===== config.mk =====
export PLATFORM = sky130hd
export DESIGN_NAME = ubx_receiver_fix_decoder_top
export DESIGN_NICKNAME = d
export VERILOG_FILES = /design/src/hdl/ubxfd_pkg.sv /design/src/hdl/ubxfd_front.sv /design/src/hdl/ubxfd_parser.sv /design/src/hdl/ubx_receiver_fix_decoder_top.sv
export VERILOG_INCLUDE_DIRS = /design/src /design/src/hdl
export SDC_FILE = /design/constraint.sdc
export NUM_CORES = 1
export LEC_CHECK = 0
export BUFFER_PORTS_ARGS = -buffer_cell sky130_fd_sc_hd__buf_2
export CAP_MARGIN = 20
export CORE_MARGIN = 1
export CORE_UTILIZATION = 61
export CTS_BUF_LIST = sky130_fd_sc_hd__clkbuf_8
export CTS_CLUSTER_DIAMETER = 50
export DETAILED_ROUTE_END_ITERATION = 8
export PLACE_DENSITY = 0.94
export SYNTH_ARGS = -nofsm -noshare
export SYNTH_HDL_FRONTEND = slang
export SYNTH_HIERARCHICAL = 1
export SYNTH_SLANG_ARGS = --single-unit
export TNS_END_PERCENT = 1

===== constraint.sdc =====
create_clock -name clk_i -period 4.85 [get_ports clk_i]
set_clock_uncertainty 0.1 [all_clocks]
set_input_delay 0.97 -clock clk_i [delete_from_list [all_inputs] [get_ports clk_i]]
set_output_delay 0.97 -clock clk_i [all_outputs]
set_load 0.01 [all_outputs]

===== src/hdl/ubx_receiver_fix_decoder_top_assert.svh =====
// Assertion macros used by the fix decoder parser.
// No dependencies; included by the files that carry concurrent checks.
`ifndef UBX_RECEIVER_FIX_DECODER_TOP_ASSERT_SVH
`define UBX_RECEIVER_FIX_DECODER_TOP_ASSERT_SVH

// Same-cycle implication, disabled while reset is low
`define UBXFD_ASSERT(label, clk, rst_n, ante, cons) \
  label: assert property (@(posedge clk) disable iff (!rst_n) (ante) |-> (cons)) \
    else $error("ubx fix decoder check failed");

// Next-cycle implication, disabled while reset is low
`define UBXFD_ASSERT_NEXT(label, clk, rst_n, ante, cons) \
  label: assert property (@(posedge clk) disable iff (!rst_n) (ante) |=> (cons)) \
    else $error("ubx fix decoder check failed");

`endif


===== src/hdl/ubxfd_pkg.sv =====
// Shared types and constants of the UBX fix decoder.
// No dependencies; imported by the front, parser and top level.
package ubxfd_pkg;

  // Frame sync and message identifiers
  localparam logic [7:0] SyncFirst  = 8'hB5;
  localparam logic [7:0] SyncSecond = 8'h62;
  localparam logic [7:0] ClassNav   = 8'h01;
  localparam logic [7:0] IdNavSol   = 8'h06;
  localparam logic [7:0] IdNavDop   = 8'h04;

  // Minimum payload lengths and capture offsets
  localparam logic [15:0] SolMinLen    = 16'd52;
  localparam logic [15:0] DopMinLen    = 16'd18;
  localparam logic [15:0] SolTypeOff   = 16'd10;
  localparam logic [15:0] SolFlagsOff  = 16'd11;
  localparam logic [15:0] SolPdopOff   = 16'd44;
  localparam logic [15:0] SolPdopHiOff = 16'd45;
  localparam logic [15:0] SolSatsOff   = 16'd47;
  localparam logic [15:0] DopHdopOff   = 16'd12;
  localparam logic [15:0] DopHdopHiOff = 16'd13;

  // Register file
  localparam logic [15:0] MaxLenReset = 16'd1024;
  localparam logic        RegMaxLen   = 1'b0;

  // Byte queue depth (power of two, at least 2)
  localparam int unsigned QueueDepthDef = 4;

  typedef enum logic [1:0] {
    KindSol   = 2'd0,
    KindDop   = 2'd1,
    KindCkErr = 2'd2
  } result_kind_e;

  // Queued byte with its sync classification
  typedef struct packed {
    logic [7:0] data;
    logic       sync_first;
    logic       sync_second;
  } rx_entry_t;

  // One result item
  typedef struct packed {
    result_kind_e kind;
    logic [7:0]   msg_class;
    logic [7:0]   msg_id;
    logic [7:0]   fix_type;
    logic         fix_ok;
    logic [15:0]  pdop;
    logic [15:0]  hdop;
    logic [7:0]   sats;
    logic         fix_valid;
  } result_t;

endpackage


===== src/hdl/ubxfd_front.sv =====
// Receive front: accepts serial bytes, tags sync bytes, queues them.
// Depends on ubxfd_pkg.
module ubxfd_front #(
  parameter int unsigned QueueDepth = ubxfd_pkg::QueueDepthDef
) (
  input  logic                clk_i,
  input  logic                rst_ni,
  input  logic                rx_valid_i,
  input  logic [7:0]          rx_byte_i,
  output logic                rx_ready_o,
  output logic                head_valid_o,
  output ubxfd_pkg::rx_entry_t head_o,
  input  logic                pop_i
);
  import ubxfd_pkg::*;

  localparam int unsigned PtrW = $clog2(QueueDepth);
  localparam int unsigned CntW = $clog2(QueueDepth + 1);

  rx_entry_t           mem_q [QueueDepth];
  logic [PtrW-1:0]     wr_ptr_q, rd_ptr_q;
  logic [CntW-1:0]     count_q, count_d;
  logic                push;
  rx_entry_t           entry;

  // Classify the incoming byte
  always_comb begin
    entry.data        = rx_byte_i;
    entry.sync_first  = (rx_byte_i == SyncFirst);
    entry.sync_second = (rx_byte_i == SyncSecond);
  end

  assign rx_ready_o   = (count_q != CntW'(QueueDepth));
  assign push         = rx_valid_i && rx_ready_o;
  assign head_valid_o = (count_q != '0);
  assign head_o       = mem_q[rd_ptr_q];

  // Track fill level
  always_comb begin
    case ({push, pop_i})
      2'b10:   count_d = count_q + CntW'(1);
      2'b01:   count_d = count_q - CntW'(1);
      default: count_d = count_q;
    endcase
  end

  // Advance pointers and count
  always_ff @(posedge clk_i or negedge rst_ni) begin
    if (!rst_ni) begin
      wr_ptr_q <= '0;
      rd_ptr_q <= '0;
      count_q  <= '0;
    end else begin
      if (push) begin
        wr_ptr_q <= wr_ptr_q + PtrW'(1);
      end
      if (pop_i) begin
        rd_ptr_q <= rd_ptr_q + PtrW'(1);
      end
      count_q <= count_d;
    end
  end

  // Write queue storage
  always_ff @(posedge clk_i) begin
    if (push) begin
      mem_q[wr_ptr_q] <= entry;
    end
  end

endmodule


===== src/hdl/ubxfd_parser.sv =====
// Frame parser: sync hunt, header, Fletcher checksum, field capture, results.
// Depends on ubxfd_pkg and the assertion macro header.
`include "ubx_receiver_fix_decoder_top_assert.svh"

module ubxfd_parser (
  input  logic                 clk_i,
  input  logic                 rst_ni,
  input  logic [15:0]          max_len_i,
  input  logic                 head_valid_i,
  input  ubxfd_pkg::rx_entry_t head_i,
  output logic                 pop_o,
  output logic                 out_valid_o,
  input  logic                 out_ready_i,
  output ubxfd_pkg::result_t   out_o
);
  import ubxfd_pkg::*;

  typedef enum logic [3:0] {
    PhHunt1, PhHunt2, PhClass, PhId, PhLenLo, PhLenHi, PhPayload, PhCkA, PhCkB
  } phase_e;

  phase_e       phase_q, phase_d;
  logic         replay_q, replay_d;
  logic [1:0]   replay_idx_q, replay_idx_d;
  logic [7:0]   class_q, class_d, id_q, id_d;
  logic [15:0]  len_q, len_d, pos_q, pos_d;
  logic [7:0]   sum_a_q, sum_a_d, sum_b_q, sum_b_d;
  logic [7:0]   stg_type_q, stg_type_d, stg_flags_q, stg_flags_d, stg_sats_q, stg_sats_d;
  logic [15:0]  stg_dop_q, stg_dop_d;
  logic [7:0]   fix_type_q, fix_type_d, sats_q, sats_d;
  logic         fix_ok_q, fix_ok_d, fix_valid_q, fix_valid_d;
  logic [15:0]  pdop_q, pdop_d, hdop_q, hdop_d;
  logic         out_valid_q, out_valid_d;
  result_t      out_q, out_d;
  logic [7:0]   hdr_q [4];
  logic         hdr_we;
  logic [1:0]   hdr_wa;

  logic         out_free, step;
  logic [7:0]   byte_val, sum_a_add, sum_b_add;
  logic         is_first, is_second;
  logic [15:0]  len_full, pos_inc;
  logic         is_sol, is_dop, ck_good, res_fire;
  result_kind_e res_kind;

  // Pick the byte: replayed header or queue head
  assign out_free  = !out_valid_q || out_ready_i;
  assign step      = out_free && (replay_q || head_valid_i);
  assign pop_o     = step && !replay_q;
  assign byte_val  = replay_q ? hdr_q[replay_idx_q] : head_i.data;
  assign is_first  = replay_q ? (byte_val == SyncFirst) : head_i.sync_first;
  assign is_second = replay_q ? (byte_val == SyncSecond) : head_i.sync_second;

  // Fletcher sums, length and position helpers
  assign sum_a_add = sum_a_q + byte_val;
  assign sum_b_add = sum_b_q + sum_a_add;
  assign len_full  = {byte_val, len_q[7:0]};
  assign pos_inc   = pos_q + 16'd1;
  assign is_sol    = (class_q == ClassNav) && (id_q == IdNavSol);
  assign is_dop    = (class_q == ClassNav) && (id_q == IdNavDop);
  assign ck_good   = (sum_a_q == 8'h00) && (sum_b_q == byte_val);

  // Next-state logic
  always_comb begin
    phase_d      = phase_q;
    replay_d     = replay_q;
    replay_idx_d = replay_idx_q;
    class_d      = class_q;
    id_d         = id_q;
    len_d        = len_q;
    pos_d        = pos_q;
    sum_a_d      = sum_a_q;
    sum_b_d      = sum_b_q;
    stg_type_d   = stg_type_q;
    stg_flags_d  = stg_flags_q;
    stg_dop_d    = stg_dop_q;
    stg_sats_d   = stg_sats_q;
    fix_type_d   = fix_type_q;
    fix_ok_d     = fix_ok_q;
    pdop_d       = pdop_q;
    hdop_d       = hdop_q;
    sats_d       = sats_q;
    fix_valid_d  = fix_valid_q;
    hdr_we       = 1'b0;
    hdr_wa       = 2'd0;
    res_fire     = 1'b0;
    res_kind     = KindCkErr;
    out_valid_d  = out_valid_q && !out_ready_i;
    out_d        = out_q;

    if (step) begin
      // Walk through the four replayed header bytes
      if (replay_q) begin
        replay_idx_d = replay_idx_q + 2'd1;
        if (replay_idx_q == 2'd3) begin
          replay_d = 1'b0;
        end
      end

      unique case (phase_q)
        PhHunt1: begin
          phase_d = is_first ? PhHunt2 : PhHunt1;
        end
        PhHunt2: begin
          if (is_second) begin
            phase_d     = PhClass;
            sum_a_d     = 8'h00;
            sum_b_d     = 8'h00;
            stg_type_d  = 8'h00;
            stg_flags_d = 8'h00;
            stg_dop_d   = 16'h0000;
            stg_sats_d  = 8'h00;
          end else if (!is_first) begin
            phase_d = PhHunt1;
          end
        end
        PhClass: begin
          class_d = byte_val;
          hdr_we  = 1'b1;
          hdr_wa  = 2'd0;
          sum_a_d = sum_a_add;
          sum_b_d = sum_b_add;
          phase_d = PhId;
        end
        PhId: begin
          id_d    = byte_val;
          hdr_we  = 1'b1;
          hdr_wa  = 2'd1;
          sum_a_d = sum_a_add;
          sum_b_d = sum_b_add;
          phase_d = PhLenLo;
        end
        PhLenLo: begin
          len_d   = {8'h00, byte_val};
          hdr_we  = 1'b1;
          hdr_wa  = 2'd2;
          sum_a_d = sum_a_add;
          sum_b_d = sum_b_add;
          phase_d = PhLenHi;
        end
        PhLenHi: begin
          len_d   = len_full;
          hdr_we  = 1'b1;
          hdr_wa  = 2'd3;
          sum_a_d = sum_a_add;
          sum_b_d = sum_b_add;
          pos_d   = 16'h0000;
          // Oversized length: drop sync, rescan the header bytes
          if (len_full > max_len_i) begin
            phase_d      = PhHunt1;
            replay_d     = 1'b1;
            replay_idx_d = 2'd0;
          end else if (len_full == 16'h0000) begin
            phase_d = PhCkA;
          end else begin
            phase_d = PhPayload;
          end
        end
        PhPayload: begin
          // Capture fix fields at their payload offsets
          if (is_sol) begin
            if (pos_q == SolTypeOff) begin
              stg_type_d = byte_val;
            end else if (pos_q == SolFlagsOff) begin
              stg_flags_d = byte_val;
            end else if (pos_q == SolPdopOff) begin
              stg_dop_d[7:0] = byte_val;
            end else if (pos_q == SolPdopHiOff) begin
              stg_dop_d[15:8] = byte_val;
            end else if (pos_q == SolSatsOff) begin
              stg_sats_d = byte_val;
            end
          end else if (is_dop) begin
            if (pos_q == DopHdopOff) begin
              stg_dop_d[7:0] = byte_val;
            end else if (pos_q == DopHdopHiOff) begin
              stg_dop_d[15:8] = byte_val;
            end
          end
          sum_a_d = sum_a_add;
          sum_b_d = sum_b_add;
          pos_d   = pos_inc;
          if (pos_inc >= len_q) begin
            phase_d = PhCkA;
          end
        end
        PhCkA: begin
          // Fold checksum A into sum A: zero means match
          sum_a_d = sum_a_q ^ byte_val;
          phase_d = PhCkB;
        end
        PhCkB: begin
          phase_d = PhHunt1;
          if (!ck_good) begin
            res_fire = 1'b1;
            res_kind = KindCkErr;
          end else if (is_sol && (len_q >= SolMinLen)) begin
            fix_type_d  = stg_type_q;
            fix_ok_d    = stg_flags_q[0];
            pdop_d      = stg_dop_q;
            sats_d      = stg_sats_q;
            fix_valid_d = 1'b1;
            res_fire    = 1'b1;
            res_kind    = KindSol;
          end else if (is_dop && (len_q >= DopMinLen)) begin
            hdop_d      = stg_dop_q;
            fix_valid_d = 1'b1;
            res_fire    = 1'b1;
            res_kind    = KindDop;
          end
        end
        default: begin
          phase_d = PhHunt1;
        end
      endcase
    end

    // Load the output register with the updated fix
    if (res_fire) begin
      out_valid_d = 1'b1;
      out_d = '{
        kind:      res_kind,
        msg_class: class_q,
        msg_id:    id_q,
        fix_type:  fix_type_d,
        fix_ok:    fix_ok_d,
        pdop:      pdop_d,
        hdop:      hdop_d,
        sats:      sats_d,
        fix_valid: fix_valid_d
      };
    end
  end

  // Hold parser state, stored fix and result register
  always_ff @(posedge clk_i or negedge rst_ni) begin
    if (!rst_ni) begin
      phase_q      <= PhHunt1;
      replay_q     <= 1'b0;
      replay_idx_q <= 2'd0;
      class_q      <= 8'h00;
      id_q         <= 8'h00;
      len_q        <= 16'h0000;
      pos_q        <= 16'h0000;
      sum_a_q      <= 8'h00;
      sum_b_q      <= 8'h00;
      stg_type_q   <= 8'h00;
      stg_flags_q  <= 8'h00;
      stg_dop_q    <= 16'h0000;
      stg_sats_q   <= 8'h00;
      fix_type_q   <= 8'h00;
      fix_ok_q     <= 1'b0;
      pdop_q       <= 16'h0000;
      hdop_q       <= 16'h0000;
      sats_q       <= 8'h00;
      fix_valid_q  <= 1'b0;
      out_valid_q  <= 1'b0;
      out_q        <= '0;
    end else begin
      phase_q      <= phase_d;
      replay_q     <= replay_d;
      replay_idx_q <= replay_idx_d;
      class_q      <= class_d;
      id_q         <= id_d;
      len_q        <= len_d;
      pos_q        <= pos_d;
      sum_a_q      <= sum_a_d;
      sum_b_q      <= sum_b_d;
      stg_type_q   <= stg_type_d;
      stg_flags_q  <= stg_flags_d;
      stg_dop_q    <= stg_dop_d;
      stg_sats_q   <= stg_sats_d;
      fix_type_q   <= fix_type_d;
      fix_ok_q     <= fix_ok_d;
      pdop_q       <= pdop_d;
      hdop_q       <= hdop_d;
      sats_q       <= sats_d;
      fix_valid_q  <= fix_valid_d;
      out_valid_q  <= out_valid_d;
      out_q        <= out_d;
    end
  end

  // Header bytes kept for the rescan after an oversized length
  always_ff @(posedge clk_i) begin
    if (hdr_we) begin
      hdr_q[hdr_wa] <= byte_val;
    end
  end

  assign out_valid_o = out_valid_q;
  assign out_o       = out_q;

  `UBXFD_ASSERT(a_no_pop_in_replay, clk_i, rst_ni, replay_q, !pop_o)
  `UBXFD_ASSERT(a_replay_no_header_end, clk_i, rst_ni, replay_q, phase_q != PhLenHi)
  `UBXFD_ASSERT_NEXT(a_oversize_replays, clk_i, rst_ni, step && phase_q == PhLenHi && len_full > max_len_i, replay_q && replay_idx_q == 2'd0)
  `UBXFD_ASSERT(a_fix_result_valid, clk_i, rst_ni, out_valid_q && out_q.kind != KindCkErr, out_q.fix_valid)

endmodule


===== src/hdl/ubx_receiver_fix_decoder_top.sv =====
// UBX fix decoder top: APB register, byte front queue and frame parser.
// Path: an accepted byte is written to the byte queue and reaches the parser from its head;
// out_valid_o is set from the result register once the parser takes the final checksum byte.
// Throughput: one byte per cycle; a header rescan or a held result stalls the parser,
// and during a header rescan the parser pops no bytes, so rx_ready_o drops once the queue fills.
// Reset: asynchronous, active low; parser hunts for sync, stored fix cleared, limit 1024.
module ubx_receiver_fix_decoder_top #(
  parameter int unsigned QueueDepth = ubxfd_pkg::QueueDepthDef
) (
  input  logic        clk_i,
  input  logic        rst_ni,
  // APB register port
  input  logic        psel,
  input  logic        penable,
  input  logic        pwrite,
  input  logic [2:0]  paddr,
  input  logic [31:0] pwdata,
  output logic [31:0] prdata,
  output logic        pready,
  // Byte input
  input  logic        rx_valid_i,
  output logic        rx_ready_o,
  input  logic [7:0]  rx_byte_i,
  // Result output
  output logic        out_valid_o,
  input  logic        out_ready_i,
  output logic [1:0]  result_kind_o,
  output logic [7:0]  message_class_o,
  output logic [7:0]  message_id_o,
  output logic [7:0]  fix_type_o,
  output logic        fix_ok_o,
  output logic [15:0] pdop_hundredths_o,
  output logic [15:0] hdop_hundredths_o,
  output logic [7:0]  satellite_count_o,
  output logic        fix_valid_o
);
  import ubxfd_pkg::*;

  logic [15:0] max_len_q;
  logic        reg_wr;
  logic        head_valid;
  rx_entry_t   head;
  logic        pop;
  result_t     res;

  // Register access
  assign pready = 1'b1;
  assign reg_wr = psel && penable && pwrite && pready && (paddr[2] == RegMaxLen);
  assign prdata = (paddr[2] == RegMaxLen) ? {16'h0000, max_len_q} : 32'h0000_0000;

  always_ff @(posedge clk_i or negedge rst_ni) begin
    if (!rst_ni) begin
      max_len_q <= MaxLenReset;
    end else if (reg_wr) begin
      max_len_q <= pwdata[15:0];
    end
  end

  ubxfd_front #(
    .QueueDepth (QueueDepth)
  ) u_front (
    .clk_i        (clk_i),
    .rst_ni       (rst_ni),
    .rx_valid_i   (rx_valid_i),
    .rx_byte_i    (rx_byte_i),
    .rx_ready_o   (rx_ready_o),
    .head_valid_o (head_valid),
    .head_o       (head),
    .pop_i        (pop)
  );

  ubxfd_parser u_parser (
    .clk_i        (clk_i),
    .rst_ni       (rst_ni),
    .max_len_i    (max_len_q),
    .head_valid_i (head_valid),
    .head_i       (head),
    .pop_o        (pop),
    .out_valid_o  (out_valid_o),
    .out_ready_i  (out_ready_i),
    .out_o        (res)
  );

  // Unpack the result register
  assign result_kind_o     = res.kind;
  assign message_class_o   = res.msg_class;
  assign message_id_o      = res.msg_id;
  assign fix_type_o        = res.fix_type;
  assign fix_ok_o          = res.fix_ok;
  assign pdop_hundredths_o = res.pdop;
  assign hdop_hundredths_o = res.hdop;
  assign satellite_count_o = res.sats;
  assign fix_valid_o       = res.fix_valid;

endmodule

==> results.sh, run 1 <==
export IMPL_antenna_cells=0
export IMPL_drv_slew=0
export IMPL_rr_worst_depth=17
export IMPL_wl_mm=36.34
export IMPL_cts_buffers=51
export IMPL_fillers=1475
export IMPL_intPower_uw=6566
export IMPL_required_ps=5260
export IMPL_period_share=0.9396
export IMPL_end_kind="register"
export IMPL_vdd_drop_max_uv=432.6
export IMPL_regToRegSetupSlack_ps=290
export IMPL_drtIter0Drc=976
export IMPL_grt_use_total=0.2923
export IMPL_p_per_area_nw_per_um2=638.6
export IMPL_final_layout_size_suffix_gt1_frac=0.3136
export IMPL_leakage_uw=0.008388
export IMPL_tns_ps=0
export IMPL_hold_violations=0
export IMPL_ant_nets=0
export IMPL_clock_path_buffers=3
export IMPL_max_cap_viol_count=0
export IMPL_h_tree_depth=2
export IMPL_reg2reg_from="u_front/rd_ptr_q[1]"
export IMPL_place_congestion=0.9103
export IMPL_synth_top_area_share=0.4080
export IMPL_finalCoreUtilization=0.7008
export IMPL_switching_power_uw=4287
export IMPL_synth_avg_cell_area_sq_um=12.76
export IMPL_cts_sinks=318
export IMPL_synthTopCellsByArea="dfrtp_1, edfxtp_1, mux2_2, ha_1, mux2_4"
export IMPL_grt_antenna_before_repair=0
export IMPL_worstHoldPathCells=1
export IMPL_most_common_layout_cells="dfrtp_1, mux2_2, buf_2"
export IMPL_grt_start_max_net_pins=128
export IMPL_synth_edf_count=72
export IMPL_grtUsageMet1=0.3448
export IMPL_arrival_ps=4970
export IMPL_overflow=0
export IMPL_synth_ff_type="dfrtp_1"
export IMPL_use_met3=0.06173
export IMPL_r2r_end="u_parser/sum_b_q[7]"
export IMPL_synthCells=1178
export IMPL_clk_latency_ps=600
export IMPL_p_comb_frac=0.420
export IMPL_yosysWarnings=6
export IMPL_setup_viol=0
export IMPL_hold_start="u_parser/fix_type_q[3]"
export IMPL_syn_cell_area_sq_um=15030
export IMPL_start_kind="register"
export IMPL_gr_usage_met2=0.4960
export IMPL_hp_class="register to register"
export IMPL_relSlewSlack=0.2121
export IMPL_hold_path_endpoint="u_parser/fix_type_q[3]"
export IMPL_crit_fanout=11
export IMPL_clk_pin_slew_ps=60
export IMPL_cts_resized=0
export IMPL_drc=0
export IMPL_yosysTopAreaCell="dfrtp_1"
export IMPL_first_pass_iters=7
export IMPL_finalCriticalPeriod_ps=4557
export IMPL_clkPwrFrac=0.218
export IMPL_ys_ff_latch=318
export IMPL_cts_tree="yes"
export IMPL_grt_pass1_wl_mm=57.77
export IMPL_post_cts_buffers=0
export IMPL_rsz0062_at_grt="false"
export IMPL_fmax_ghz=0.2194
export IMPL_die_x_um=158.9
export IMPL_area_delta_synth_final_pct=13.10
export IMPL_criticalPathCategory="register to register"
export IMPL_initial_core_util=0.6197
export IMPL_swShare=0.3950
export IMPL_ys_seq_area_frac=0.5537
export IMPL_hold_buffers=0
export IMPL_num_io_pins=153
export IMPL_cts_root_buf="clkbuf_8"
export IMPL_placementRows=57
export IMPL_grt_busiest_layer="met2"
export IMPL_ys_types=74
export IMPL_core_sq_um=24250
export IMPL_outcome="complete, no violations"
export IMPL_tightest_slew_ps=1182
export IMPL_wire_per_inst_um=21.48
export IMPL_vias=10340
export IMPL_power_frac_seq=0.362
export IMPL_layout_commonest_cell="dfrtp_1"
export IMPL_grt_pass1_vias=10750
export IMPL_die_y_um=158.9
export IMPL_numPortBuffers=117
export IMPL_nNetsFinal=1435
export IMPL_die_area_sq_um=25260
export IMPL_ys_async_sr_fraction=0.7736
export IMPL_vias_per_cell=6.113
export IMPL_hpwlAfterDp_mm=23.43
critical path, stage by stage, from the launching register on:
cell and delay (ps):
dfrtp_1 690, mux4_2 440, mux2i_2 200, inv_1 180
ha_1 260, fa_1 420, a21o_1 180, a21oi_1 240
o21bai_1 90, a21oi_1 170, xnor2_1 110, ha_1 220
or3_1 320, o211ai_1 160, xnor2_1 180, xnor2_1 160
nor4b_1 250, a21o_1 110
synth_stat cells, drive strengths merged, types with 13 or more instances:
library cell	count
dfrtp	245
clkbuf	26
ha	56
mux2	166
nor3	14
nand3	13
buf	35
edfxtp	72
nor2b	18
a21oi	29
nor2	56
inv	66
and3	13
xor2	22
a21o	16
mux4	18
o21ai	71
xnor2	24
nand2	77
layout make-up:
cell class	instances	area, sq um	share of cell area
Sequential cell	318	8319	0.4895
Multi-Input combinational cell	747	6157	0.3623
Clock buffer	58	798.3	0.04697
Timing Repair Buffer	141	788.3	0.04638
Tap cell	324	405.4	0.02386
Clock inverter	37	274.0	0.01612
Inverter	67	251.5	0.01480
flip-flops by register name, indices dropped and copies added (netlist names), 16 cells and up:
name                cells
max_len_q              16
u_front/mem_q          40
u_parser/hdop_q        16
u_parser/hdr_q         32
u_parser/len_q         16
u_parser/out_o         68
u_parser/pdop_q        16
u_parser/pos_q         16
u_parser/stg_dop_q     16
worst max path at each step:
stage	startpoint	end	slack [ps]	depth (start not counted)
2_1_floorplan	u_front/rd_ptr_q[0]	u_parser/sum_b_q[7]	380	18
3_3_place_gp	u_parser/replay_idx_q[0]	u_parser/sum_b_q[7]	520	17
3_5_place_dp	u_front/rd_ptr_q[1]	u_parser/sum_b_q[7]	370	17
4_1_cts	u_parser/replay_idx_q[0]	u_parser/sum_b_q[7]	350	17
5_1_grt	u_parser/replay_idx_q[0]	u_parser/sum_b_q[7]	9	17
6_report	u_front/rd_ptr_q[1]	u_parser/sum_b_q[7]	290	17
power groups by stage:
stage | combinational, uW | sequential (uW) | clock [uW]
6_report | 4560 | 3930 | 2370
5_1_grt | 4900 | 3980 | 2520
4_1_cts | 4460 | 3910 | 2410
3_5_place_dp | 4380 | 3940 | 0
3_3_place_gp | 4130 | 3880 | 0
2_1_floorplan | 3250 | 3730 | 0
metal layers:
metal  wire (um)  share of wire
met1       13330           0.37
met2       18230           0.50
met3        2561          0.070
met4        2214          0.061
met5           0              0
cell families (layout without fill, tap and decap cells):
group,after synthesis,count (layout),share of synthesized area
XOR/XNOR,46,46,0.02681
AND/OR/NAND/NOR,259,259,0.08902
AO/OA/AOI/OAI,170,170,0.06937
adder cells (fa/ha/maj),59,59,0.05063
other,2,17,0.0004998
buffers and inverters,128,303,0.04047
flip-flops,318,318,0.5537
multiplexers,196,196,0.1695
per-stage QoR:
step	instance area [sq um]	hold WS, ps	setup WS, ps	power (uW)	cells
2_1_floorplan	15080	334.8	382.4	6975	1193
3_3_place_gp	15920	354.8	516.8	8004	1597
3_5_place_dp	15920	365.9	365.8	8312	1597
4_1_cts	16990	395.6	348.8	10780	1692
5_1_grt	16990	411.4	8.933	11390	1692
6_report	16990	392.3	293.0	10850	1692
No activity file was read; power rests on OpenSTA's default activity.
==> inputs of run 2 (changes only) <==
--- a/config.mk
+++ b/config.mk
@@ -8,12 +8,15 @@
 export LEC_CHECK = 0
 export BUFFER_PORTS_ARGS = -buffer_cell sky130_fd_sc_hd__buf_2
 export CAP_MARGIN = 20
+export CELL_PAD_IN_SITES_DETAIL_PLACEMENT = 1
+export CELL_PAD_IN_SITES_GLOBAL_PLACEMENT = 1
 export CORE_MARGIN = 1
-export CORE_UTILIZATION = 61
+export CORE_UTILIZATION = 50
 export CTS_BUF_LIST = sky130_fd_sc_hd__clkbuf_8
 export CTS_CLUSTER_DIAMETER = 50
 export DETAILED_ROUTE_END_ITERATION = 8
 export PLACE_DENSITY = 0.94
+export SKIP_CTS_REPAIR_TIMING = 1
 export SYNTH_ARGS = -nofsm -noshare
 export SYNTH_HDL_FRONTEND = slang
 export SYNTH_HIERARCHICAL = 1
==> results.sh, run 2 (same netlist as run 1, synthesis figures left out) <==
export IMPL_outcome="complete, but fails checks"
export IMPL_violations="design-rule violations"
export IMPL_most_common_layout_cells="dfrtp_1, mux2_2, buf_2"
export IMPL_final_layout_size_suffix_gt1_frac=0.3134
export IMPL_fillers=3031
export IMPL_grt_start_max_net_pins=107
export IMPL_place_congestion=0.8674
export IMPL_cts_sinks=318
export IMPL_relSlewSlack=0.3216
export IMPL_intPower_uw=6671
export IMPL_path_cells="buf_4 -> mux4_2 -> mux2i_2 -> inv_2 -> ha_1 -> fa_1 -> a21o_1 -> a21oi_1 -> o21bai_1 -> a21oi_1 -> xnor2_1 -> ha_1 -> or3_1 -> o211ai_1 -> xnor2_1 -> xnor2_1 -> nor4b_1 -> a21o_1"
export IMPL_core_sq_um=29640
export IMPL_cts_root_buf="clkbuf_8"
export IMPL_start_kind="register"
export IMPL_dpl_cell_count=1661
export IMPL_overflow=0
export IMPL_initial_core_util=0.5070
export IMPL_grt_antenna_before_repair=2
export IMPL_drtIter0Drc=891
export IMPL_num_io_pins=153
export IMPL_end_kind="register"
export IMPL_switching_power_uw=4721
export IMPL_arrival_ps=5100
export IMPL_hold_violations=0
export IMPL_crit_top_cell="xnor2_1"
export IMPL_hpwlAfterDp_mm=29.71
export IMPL_vias_per_cell=6.126
export IMPL_layout_commonest_cell="dfrtp_1"
export IMPL_grt_use_total=0.3048
export IMPL_wire_per_inst_um=26.04
export IMPL_wl_mm=45.81
export IMPL_drc=2
export IMPL_tightest_slew_ps=1010
export IMPL_max_cap_viol_count=0
export IMPL_criticalPathCategory="register to register"
export IMPL_first_pass_iters=9
export IMPL_clk_pin_slew_ps=70
export IMPL_finalCriticalPeriod_ps=4658
export IMPL_cts_buffers=54
export IMPL_drv_slew=0
export IMPL_vdd_drop_max_uv=586.5
export IMPL_die_area_sq_um=30750
export IMPL_leakage_uw=0.008399
export IMPL_ant_nets=0
export IMPL_critical_path_max_stage_delay_ps=590
export IMPL_required_ps=5290
export IMPL_placementRows=63
export IMPL_grt_pass1_wl_mm=71.28
export IMPL_cts_tree="yes"
export IMPL_numPortBuffers=117
export IMPL_clk_latency_ps=610
export IMPL_swShare=0.4144
export IMPL_place_ws_ps=224.5
export IMPL_worst_slack_ps=192.3
export IMPL_finalPower_uw=11390
export IMPL_crit_fanout=6
export IMPL_tns_ps=0
export IMPL_grt_pass1_vias=11970
export IMPL_period_share=0.9603
export IMPL_nNetsFinal=1436
export IMPL_p_per_area_nw_per_um2=665.4
export IMPL_area_delta_synth_final_pct=13.95
export IMPL_h_tree_depth=2
export IMPL_rsz0062_at_grt="false"
export IMPL_vias=10780
export IMPL_clock_path_buffers=3
export IMPL_clkPwrFrac=0.220
export IMPL_largest_reg_flops=68
export IMPL_power_frac_seq=0.351
export IMPL_layout_cells_non_filler=1759
export IMPL_die_x_um=175.4
export IMPL_setup_viol=0
export IMPL_antenna_cells=0
export IMPL_fmax_ghz=0.2147
export IMPL_hp_class="primary input to asynchronous set/reset pin"
export IMPL_p_comb_frac=0.429
export IMPL_die_y_um=175.4
export IMPL_slowest_stage="mux4_2"
[run 2: critical path: cells and delay by family, from the launching register on]
family,cells,cell delay (ps)
AND/OR/NAND/NOR,2,570
buffers and inverters,2,320
AO/OA/AOI/OAI,6,980
multiplexers,2,820
flip-flops,1,400
adder cells (fa/ha/maj),3,910
XOR/XNOR,3,470
[run 2: metal layers]
layer / up-vias / part of all wire / GRT usage
met1: 5558 / 0.37 / 0.3471
met5: - / 0 / 0
li1: 4493 / - / -
met2: 526 / 0.51 / 0.5349
met3: 199 / 0.058 / 0.05736
met4: 0 / 0.058 / 0.1779
[run 2: cell type report]
cell class	instances	area (sq um)	area share
multi-input cells	747	6162	0.3599
well taps	390	488.0	0.02850
flip-flops and latches	318	8320	0.4860
clock buffers	59	812.0	0.04743
inverters	67	251.5	0.01469
repair buffers	139	789.5	0.04611
clock inverters	39	297.8	0.01739
[run 2: power groups by stage]
| stage | Sequential (uW) | Combinational (uW) | Clock (uW) |
|---|---|---|---|
| floorplan | 3730 | 3250 | 0 |
| detailed placement | 3980 | 4600 | 0 |
| global route | 4030 | 5230 | 2650 |
| global placement | 3900 | 4190 | 0 |
| finish | 3990 | 4890 | 2510 |
| CTS | 3970 | 4780 | 2550 |
[run 2: path summary, 6_finish.rpt]
| kind | start | endpoint | slack, ps | cells after the start |
|---|---|---|---|---|
| min in group clk_i | u_front/count_q[2] | u_front/count_q[2] | 400 | 1 |
| max in group asynchronous | rst_ni | u_parser/sum_b_q[5] | 3250 | 2 |
| hold / removal | rst_ni | max_len_q[3] | 280 | 1 |
| setup / recovery | u_parser/replay_idx_q[0] | u_parser/sum_b_q[7] | 190 | 18 |
| setup reg to reg | u_parser/replay_idx_q[0] | u_parser/sum_b_q[7] | 190 | 18 |
| hold reg to reg | u_front/count_q[2] | u_front/count_q[2] | 400 | 1 |
[run 2: metrics by stage]
stage / util / hold WS [ps] / area, sq um
after floorplan: - / 334.8 / 15080
final: 0.5777 / 281.7 / 17120
after CTS: 0.5775 / 334.0 / 17120
after detailed placement: 0.5401 / 386.1 / 16010
after global placement: 0.5401 / 361.9 / 16010
after global routing: 0.5777 / 349.0 / 17120
